<file path="src/hdl/pfsm_pkg.sv">
package pfsm_pkg;

  localparam int unsigned CFG_W     = 20;
  localparam int unsigned SEQ_W     = 48;
  localparam int unsigned BYTES_W   = 16;
  localparam int unsigned IDX_W     = 32;
  localparam int unsigned WSUM_W    = 22;
  localparam int unsigned THR_W     = 32;
  localparam int unsigned GAP_W     = SEQ_W + 1;
  localparam logic [CFG_W-1:0] WINDOW_US_RST = CFG_W'(50000);
  localparam int unsigned KBPS_SCALE = 8000;

  // controller to datapath
  typedef struct packed {
    logic load;      // capture input word, scalar stats
    logic drop;      // remove oldest entry
    logic append;    // write new entry
    logic expire;    // remove oldest entry (expiry)
    logic rd_head;   // issue read of head time
    logic div_start; // start divider
    logic div_step;  // one divider step
    logic emit;      // build result
  } pfsm_cmd_t;

  // datapath to controller
  typedef struct packed {
    logic full;
    logic empty;
    logic expire_hit;
    logic div_done;
  } pfsm_sts_t;

endpackage

</file>
<file path="src/hdl/pfsm_ctrl.sv">
module pfsm_ctrl
  import pfsm_pkg::*;
(
  input  logic      clk,
  input  logic      rst_n,
  input  logic      in_fire,
  input  logic      out_fire,
  input  pfsm_sts_t sts,
  output pfsm_cmd_t cmd,
  output logic      busy,
  output logic      out_valid
);

  typedef enum logic [3:0] {
    S_IDLE, S_CHK, S_APPEND, S_RDH, S_EXP, S_DIVST, S_DIV, S_EMIT, S_OUT
  } state_t;

  state_t state_r, state_nxt;

  always_comb begin
    state_nxt = state_r;
    cmd = '0;
    case (state_r)
      S_IDLE: begin
        if (in_fire) begin
          cmd.load = 1'b1;
          state_nxt = S_CHK;
        end
      end
      S_CHK: begin
        if (sts.full) cmd.drop = 1'b1;
        state_nxt = S_APPEND;
      end
      S_APPEND: begin
        cmd.append = 1'b1;
        state_nxt = S_RDH;
      end
      S_RDH: begin
        cmd.rd_head = 1'b1;
        state_nxt = S_EXP;
      end
      S_EXP: begin
        if (sts.expire_hit) begin
          cmd.expire = 1'b1;
          state_nxt = S_RDH;
        end else begin
          state_nxt = S_DIVST;
        end
      end
      S_DIVST: begin
        cmd.div_start = 1'b1;
        state_nxt = S_DIV;
      end
      S_DIV: begin
        if (sts.div_done) begin
          state_nxt = S_EMIT;
        end else begin
          cmd.div_step = 1'b1;
        end
      end
      S_EMIT: begin
        cmd.emit = 1'b1;
        state_nxt = S_OUT;
      end
      S_OUT: begin
        if (out_fire) state_nxt = S_IDLE;
      end
      default: state_nxt = S_IDLE;
    endcase
  end

  always_ff @(posedge clk) begin
    if (!rst_n) begin
      state_r <= S_IDLE;
    end else begin
      state_r <= state_nxt;
    end
  end

  assign busy      = (state_r != S_IDLE);
  assign out_valid = (state_r == S_OUT);

endmodule

</file>
<file path="config.mk">
export PLATFORM = sky130hd
export DESIGN_NAME = pfsm_ctrl
export DESIGN_NICKNAME = d
export VERILOG_FILES = /design/src/hdl/pfsm_pkg.sv /design/src/hdl/pfsm_ctrl.sv
export SDC_FILE = /design/constraint.sdc
export NUM_CORES = 1
export LEC_CHECK = 0
export ABC_AREA = 0
export BUFFER_PORTS_ARGS = -buffer_cell sky130_fd_sc_hd__buf_2
export CAP_MARGIN = 20
export CORE_AREA = 3 3 40 42
export CTS_BUF_LIST = sky130_fd_sc_hd__clkbuf_8 sky130_fd_sc_hd__clkbuf_16
export DETAILED_ROUTE_END_ITERATION = 16
export DIE_AREA = 0 0 43 45
export HOLD_SLACK_MARGIN = 0.03
export PLACE_DENSITY = 0.52
export SYNTH_ARGS = -nofsm -noshare
export SYNTH_HDL_FRONTEND = slang
export SYNTH_SLANG_ARGS = --single-unit
</file>
<file path="constraint.sdc">
create_clock -name clk -period 1.8 [get_ports clk]
set_input_delay 0.09 -clock clk [delete_from_list [all_inputs] [get_ports clk]]
set_output_delay 0.09 -clock clk [all_outputs]
set_load 0.03 [all_outputs]
</file>
==> results of run 1 <==
-- area by class of cell --
cell class	count	area, um^2	share of cell area (%)
clock buffer	3	41.3	9.85
tap	15	18.8	4.48
timing repair buffer	16	80.1	19.1
multi-input combinational	25	199	47.5
sequential	4	80.1	19.1
-- power by group --
| group | internal, W | switching (W) | leakage (nW) |
|---|---|---|---|
| Combinational | 0.0000274 | 0.0000416 | 0.158 |
| Clock | 0.000142 | 0.0000452 | 0.0216 |
| Sequential | 0.0000945 | 0.0000179 | 0.0327 |
-- worst min-delay path by stage --
| stage | slack, ns | cells after the start | start | to |
|---|---|---|---|---|
| global route | 0.16 | 2 | rst_n | state_r[3]$_SDFFE_PN0P_ |
| CTS | 0.12 | 2 | rst_n | state_r[3]$_SDFFE_PN0P_ |
| floorplan | 0.22 | 1 | rst_n | state_r[3]$_SDFFE_PN0P_ |
| global placement | 0.33 | 2 | rst_n | state_r[3]$_SDFFE_PN0P_ |
| finish | 0.13 | 2 | rst_n | state_r[3]$_SDFFE_PN0P_ |
| detailed placement | 0.35 | 2 | rst_n | state_r[3]$_SDFFE_PN0P_ |
-- cell families (layout without fill, tap and decap cells) --
group / Yosys count / in the layout
compound gates: 4 / 4
buf+inv: 3 / 19
flops: 4 / 4
simple gates: 21 / 21
-- cell usage in the layout (no fill, tap or decap) --
cell and instances:
and3b_1 2, nor4b_2 1, a211oi_1 2, nor2_1 2, nor3b_2 1, dfxtp_1 4
nor4b_1 1, nand2_1 1, a22o_1 1, nor4_2 2, and3_1 3, a21oi_1 1
clkbuf_8 3, nand2b_1 2, and4b_1 2, nor2b_1 1, nor3_1 2, and4bb_2 1
buf_2 16
-- metrics by stage --
stage | area [um^2] | setup slack, ns | util, % | hold WS, ns
2_1_floorplan | 299 | 0.177 | - | 0.223
3_3_place_gp | 378 | 0.561 | 29.4 | 0.335
3_5_place_dp | 378 | 0.529 | 29.4 | 0.346
4_1_cts | 419 | 0.290 | 32.6 | 0.124
5_1_grt | 419 | 0.174 | 32.6 | 0.159
6_report | 419 | 0.274 | 32.6 | 0.126
-- worst register-to-register path, stage by stage (launching register included) --
cell and delay (ns):
dfxtp_1 0.59, and4b_1 0.30, a22o_1 0.14
-- metal layers --
layer | vias up | share of wire [%]
met1 | 142 | 46
met3 | 2 | 7.6
li1 | 155 | -
met2 | 10 | 42
met4 | 0 | 3.5
met5 | - | 0
==> results_dict.tcl, run 1 <==
set metrics [dict create \
    path_delay_family "flip-flops" \
    synth_warnings 0 \
    regMostFlops "state_r" \
    post_cts_buffers 0 \
    fp-row-count 13 \
    dieArea_mm2 0.00194 \
    clk_pin_slew_ns 0.03 \
    rr_startpoint "state_r[1]$_SDFFE_PN0P_" \
    place_congestion 0.680 \
    finalMaxSlewViolations 0 \
    htreeDepth 1 \
    die_h_um 45 \
    use_met3_pct 2.79 \
    cap_violations 0 \
    dr.pass1.iters 4 \
    worst-path-stages 3 \
    cts-root-to-sink-buffers 2 \
    post_drt_wl_per_cell_um 12.3 \
    startpoint_type "register" \
    root_buffer "clkbuf_8" \
    io_pins 18 \
    diodes 0 \
    hpwl_um 544 \
    synth.cell_area_um2 299 \
    yosys.area_share.simple_pct 56.9 \
    finalHoldViolCount 0 \
    tritoncts "done" \
    slowest_stage "dfxtp_1" \
    seq_area_frac_synth_pct 26.8 \
    viasPerCell 4.90 \
    synth_fa_ha_area_share_pct 0 \
    layout.cells.non_filler 63 \
    synth.distinct_cells 19 \
    fillers 141 \
    r2r_cells 2 \
    synth_area_leaders "dfxtp_1 (27%), nor4_2 (8.4%), and4b_1 (6.7%), and3_1 (6.3%), and3b_1 (5.9%)" \
    reg2reg_slack_ns 0.71 \
    largestRegisters "state_r x4" \
    nets 58 \
    core_area_mm2 0.00128 \
    postSynthCellCount 32 \
    grt_setup_unrepaired "no" \
    largest_register_ffs 4 \
    cts_made_buffers 3 \
    synthesis.nets 40 \
    finClkSkew_ns 0.00332 \
    synth_top_family_by_area "simple AND/OR/NAND/NOR gates" \
    die_width_um 43 \
    vias 309 \
    worstReg2RegEnd "state_r[3]$_SDFFE_PN0P_" \
    drc 0 \
    path_class "register to output port" \
    setup_viol 0 \
    cts_sinks 4 \
    power.density_mw_per_mm2 881 \
    max_slew.worst_pin.slew_ns 0.460 \
    power.leakage_nw 0.213 \
    yosysMostFrequentCell "dfxtp_1" \
    use_met1_pct 12.0 \
    grt_max_degree 15 \
    cts_resized 0 \
    outcome "finished clean" \
    slew_headroom_pct 69.3 \
    yosysTopAreaCell "dfxtp_1" \
    area_delta_synth_final_pct 40.2 \
    drive_gt1_share_pct 50.0 \
    syn_avg_cell_area_um2 9.34 \
    wl_um 776 \
    synth-compound-area-share_pct 9.62 \
    finalPower_w 0.000369 \
    drt_iter0_drc 9 \
    drtAntennaViolNets 0 \
    grt_busiest_layer "met2" \
    antenna_found_initial 0 \
    crit_path_end "cmd[1]" \
    synth_xor_xnor_area_share_pct 0 \
    synth_top_area_share_pct 26.8 \
    use_met2_pct 12.3 \
    ys_seq_elements 4 \
    crit_buf_inv 1 \
    cp-end-kind "output port" \
    crit_start "state_r[1]$_SDFFE_PN0P_" \
    synthFlopType "dfxtp_1" \
    track_usage_pct 9.66 \
    max_stage_delay_ns 0.59 \
    clk_latency_ns 0.22 \
    worstPathMaxFanout 14 \
    io_buffers 16 \
    post_synth_most_frequent_cells "dfxtp_1 (4), and3_1 (3)" \
    crit_chain "nand2b_1 > nor4b_1 > buf_2" \
    arrival_ns 1.44 \
    place_inst 60 \
    synthMuxAreaShare_pct 0 \
    initial_core_util_pct 23.3 \
    setup_tns_ns 0 \
    cp.required_ns 1.71 \
    max_clock_freq_mhz 655 \
    max-vdd-ir-drop_mv 0.215 \
    min_path_type "input pin to register" \
    async_reset_ff_share_pct 0 \
    overflow 0 \
    grt_pass1_vias 266 \
    cts-hold-fix-buffers 0 \
    fin_crit_ns 1.53 \
    grt_first_pass_wirelength_um 1300 \
    fin_crit_sh_pct 84.8 \
    synth_edf_count 0 \
]
Power figures use the tool's default switching activity.
==> run 2: changes to the inputs <==
Clock period 1.8 ns to 1.6 ns, I/O delays scaled along.
==> run 2 against run 1 <==
Via count grew 0.97%. First-iteration DRC count decreased by 89%. Clock skew fell by 0.0020 ns. Final cell count did not move. Utilization grew 0.49 points. Highest routed layer is now met3.
==> results_dict.tcl, run 2 (synthesized netlist as in run 1, its figures left out) <==
set metrics [dict create \
    outcome "finished clean" \
    post_drt_wl_per_cell_um 11.9 \
    clk_pin_slew_ns 0.03 \
    cp.required_ns 1.52 \
    nets 58 \
    cts-hold-fix-buffers 0 \
    die_width_um 43 \
    cts-root-to-sink-buffers 2 \
    die_h_um 45 \
    max_clock_freq_mhz 682 \
    setup_viol 0 \
    grt_max_degree 15 \
    path_class "register to output port" \
    cts_sinks 4 \
    finalMaxSlewViolations 0 \
    clk_latency_ns 0.22 \
    io_pins 18 \
    tritoncts "done" \
    worstReg2RegEnd "state_r[3]$_SDFFE_PN0P_" \
    track_usage_pct 8.33 \
    whs_endpoint "state_r[3]$_SDFFE_PN0P_" \
    rr_startpoint "state_r[0]$_SDFFE_PN0P_" \
    min_path_type "input pin to register" \
    finalHoldViolCount 0 \
    post_dp_cell_area_um2 384 \
    fin_crit_sh_pct 91.6 \
    worstPathMaxFanout 14 \
    cts_made_buffers 3 \
    cts_resized 0 \
    startpoint_type "register" \
    grt_first_pass_wirelength_um 1150 \
    initial_core_util_pct 23.3 \
    worstHoldPathCells 2 \
    slew_headroom_pct 70.2 \
    fp-row-count 13 \
    largest_register_ffs 4 \
    post_cts_buffers 0 \
    max-vdd-ir-drop_mv 0.784 \
    hpwl_um 515 \
    grt_pass1_vias 271 \
    largestRegisters "state_r x4" \
    antenna_found_initial 0 \
    place_congestion 0.664 \
    core_area_mm2 0.00128 \
    area_delta_synth_final_pct 42.3 \
    power.density_mw_per_mm2 986 \
    drc 0 \
    htreeDepth 1 \
    finalPower_w 0.000420 \
    vias 312 \
    reg2reg_slack_ns 0.53 \
    cap_violations 0 \
    setup_tns_ns 0 \
    fin_crit_ns 1.47 \
    dr.pass1.iters 4 \
    layout_commonest_cell "buf_2" \
    overflow 0 \
    final_util_pct 33.1 \
    arrival_ns 1.39 \
    cp-end-kind "output port" \
    final_area_um2 425 \
    root_buffer "clkbuf_8" \
    mostFrequentLayoutCells "buf_2 (16), dfxtp_1 (4), and3_1 (3), clkbuf_8 (3)" \
    drive_gt1_share_pct 52.1 \
    diodes 0 \
    dieArea_mm2 0.00194 \
    min-delay-start "rst_n" \
    drtAntennaViolNets 0 \
    regMostFlops "state_r" \
    power.leakage_nw 0.213 \
    r2r_cells 2 \
    finClkSkew_ns 0.00130 \
    max_slew.worst_pin.slew_ns 0.447 \
    io_buffers 16 \
    wl_um 751 \
    drt_iter0_drc 1 \
    viasPerCell 4.95 \
    grt_setup_unrepaired "no" \
]
-- run 2: area by class of cell --
type | count | area [um^2]
Clock buffer | 3 | 41.3
Fill cell | 134 | 860
Multi-Input combinational cell | 25 | 205
Sequential cell | 4 | 80.1
Tap cell | 15 | 18.8
Timing Repair Buffer | 16 | 80.1
-- run 2: worst max path at each step --
stage	startpoint	endpoint	slack, ns	depth (start not counted)
after floorplan	state_r[3]$_SDFFE_PN0P_	state_r[3]$_SDFFE_PN0P_	0.27	2
after global placement	state_r[1]$_SDFFE_PN0P_	cmd[1]	0.39	3
after detailed placement	state_r[1]$_SDFFE_PN0P_	cmd[1]	0.36	3
after CTS	state_r[1]$_SDFFE_PN0P_	cmd[1]	0.13	3
after global routing	state_r[1]$_SDFFE_PN0P_	cmd[1]	0.03	3
final	state_r[1]$_SDFFE_PN0P_	cmd[1]	0.13	3
-- run 2: per-stage QoR --
stage	std cells	setup WS (ns)	hold slack (ns)
after floorplan	32	0.267	0.213
after global placement	60	0.395	0.332
after detailed placement	60	0.359	0.341
after CTS	63	0.130	0.116
after global routing	63	0.0309	0.142
final	63	0.134	0.114
-- run 2: worst max-delay path: stages, from the launching register on --
cell and delay (ns):
dfxtp_1 0.58, nand2b_1 0.14, nor4b_2 0.22, buf_2 0.23
-- run 2: routing by layer --
metal,track usage [%],vias up,share of wire [%]
met2,12.3,9,47
met3,7.57,0,9.2
met1,9.64,143,44
met4,0,0,0
met5,0,-,0
li1,-,160,-
-- run 2: power by group --
part,switching [W],internal (W),total [W]
Combinational,0.0000472,0.0000310,0.0000783
Sequential,0.0000203,0.000106,0.000127
Clock,0.0000541,0.000161,0.000215
Total,0.000122,0.000298,0.000420
==> run 3: changes to the inputs <==
Clock period 1.6 ns to 1.7 ns, I/O delays scaled along.
==> run 3 against run 2 <==
Count of clock-buffer cells in the layout unchanged. Critical path type unchanged. Critical endpoint unchanged. Highest routed layer is now met4. Clock power decreased by 7%. Critical path depth unchanged. Hold slack improved by 0.0066 ns.
==> results_dict.tcl, run 3 (synthesized netlist as in run 1, its figures left out) <==
set metrics [dict create \
    rr_startpoint "state_r[1]$_SDFFE_PN0P_" \
    drive_gt1_share_pct 50.0 \
    hpwl_um 543 \
    largestRegisters "state_r x4" \
    finClkSkew_ns 0.00259 \
    crit_buf_inv 1 \
    clk_pin_slew_ns 0.03 \
    path_class "register to output port" \
    use_met3_pct 2.79 \
    overflow 0 \
    min_path_type "input pin to register" \
    nets 58 \
    worstReg2RegEnd "state_r[3]$_SDFFE_PN0P_" \
    max_stage_delay_ns 0.59 \
    drt_iter0_drc 4 \
    antenna_found_initial 0 \
    max_slew.worst_pin.slew_ns 0.457 \
    startpoint_type "register" \
    grt_pass1_vias 266 \
    cts_sinks 4 \
    r2r_cells 2 \
    fin_crit_sh_pct 89.3 \
    clk_latency_ns 0.22 \
    grt_max_degree 15 \
    mostFrequentLayoutCells "buf_2 (16), dfxtp_1 (4), and3_1 (3), clkbuf_8 (3)" \
    finalMaxSlewViolations 0 \
    max-vdd-ir-drop_mv 0.228 \
    grt_first_pass_wirelength_um 1300 \
    fillers 141 \
    setup_viol 0 \
    outcome "finished clean" \
    fp-row-count 13 \
    crit_chain "nand2b_1 > nor4b_1 > buf_2" \
    cp.required_ns 1.62 \
    root_buffer "clkbuf_8" \
    grt_setup_unrepaired "no" \
    grt_busiest_layer "met2" \
    final_util_pct 32.6 \
    layout_commonest_cell "buf_2" \
    arrival_ns 1.43 \
    worstHoldPathCells 2 \
    min-delay-start "rst_n" \
    largest_register_ffs 4 \
    io_pins 18 \
    area_delta_synth_final_pct 40.2 \
    place_congestion 0.681 \
    power.density_mw_per_mm2 936 \
    regMostFlops "state_r" \
    post_drt_wl_per_cell_um 12.4 \
    core_area_mm2 0.00128 \
    die_h_um 45 \
    worst-path-stages 3 \
    initial_core_util_pct 23.3 \
    use_met1_pct 12.0 \
    wl_um 780 \
    cts-hold-fix-buffers 0 \
    die_width_um 43 \
    layout.cells.non_filler 63 \
    cts_made_buffers 3 \
    finalHoldViolCount 0 \
    vias 312 \
    crit_start "state_r[1]$_SDFFE_PN0P_" \
    dieArea_mm2 0.00194 \
    cap_violations 0 \
    drc 0 \
    worstPathMaxFanout 14 \
    whs_endpoint "state_r[3]$_SDFFE_PN0P_" \
    fin_crit_ns 1.52 \
    cts-root-to-sink-buffers 2 \
    setup_tns_ns 0 \
    drtAntennaViolNets 0 \
    use_met2_pct 12.3 \
    cp-end-kind "output port" \
    power.leakage_nw 0.213 \
    max_clock_freq_mhz 659 \
    path_delay_family "flip-flops" \
    track_usage_pct 9.66 \
    dr.pass1.iters 4 \
    slowest_stage "dfxtp_1" \
    slew_headroom_pct 69.5 \
    htreeDepth 1 \
    tritoncts "done" \
    viasPerCell 4.95 \
    diodes 0 \
    cts_resized 0 \
    io_buffers 16 \
    post_cts_buffers 0 \
    reg2reg_slack_ns 0.62 \
    place_inst 60 \
]
==> run 3: cell types whose count changed in the layout (fill, tap and decap cells not counted) <==
cell / delta
nor4b_2: -1
nor4b_1: +1
==> run 3: metal layers <==
metal | wire length [um] | vias to the layer above
met5 | 0 | -
met4 | 27 | 0
met3 | 61 | 2
met2 | 329 | 10
met1 | 362 | 144
li1 | - | 156
==> run 3: worst max-delay path by stage <==
stage,endpoint,slack [ns]
2_1_floorplan,cmd[1],0.08
3_3_place_gp,cmd[1],0.46
3_5_place_dp,cmd[1],0.43
4_1_cts,cmd[1],0.19
5_1_grt,cmd[1],0.08
6_report,cmd[1],0.18
==> run 3: area by class of cell <==
type                       count  area [um^2]  area share [%]
timing repair buffer          16         80.1            19.1
multi-input combinational     25          199            47.5
clock buffer                   3         41.3            9.85
tap                           15         18.8            4.48
sequential                     4         80.1            19.1
==> run 3: through the flow <==
stage          setup slack, ns  total power [W]  area (um^2)  hold slack [ns]
3_5_place_dp             0.434         0.000193          378            0.341
6_report                 0.183         0.000392          419            0.121
4_1_cts                  0.195         0.000396          419            0.119
2_1_floorplan           0.0821         0.000174          299            0.218
3_3_place_gp             0.463         0.000192          378            0.330
5_1_grt                 0.0789         0.000412          419            0.153
==> run 3: power by group <==
group          switching (W)  internal [W]  total [W]
Sequential         0.0000192      0.000100   0.000119
Combinational      0.0000441     0.0000291  0.0000731
Clock              0.0000491      0.000151   0.000200
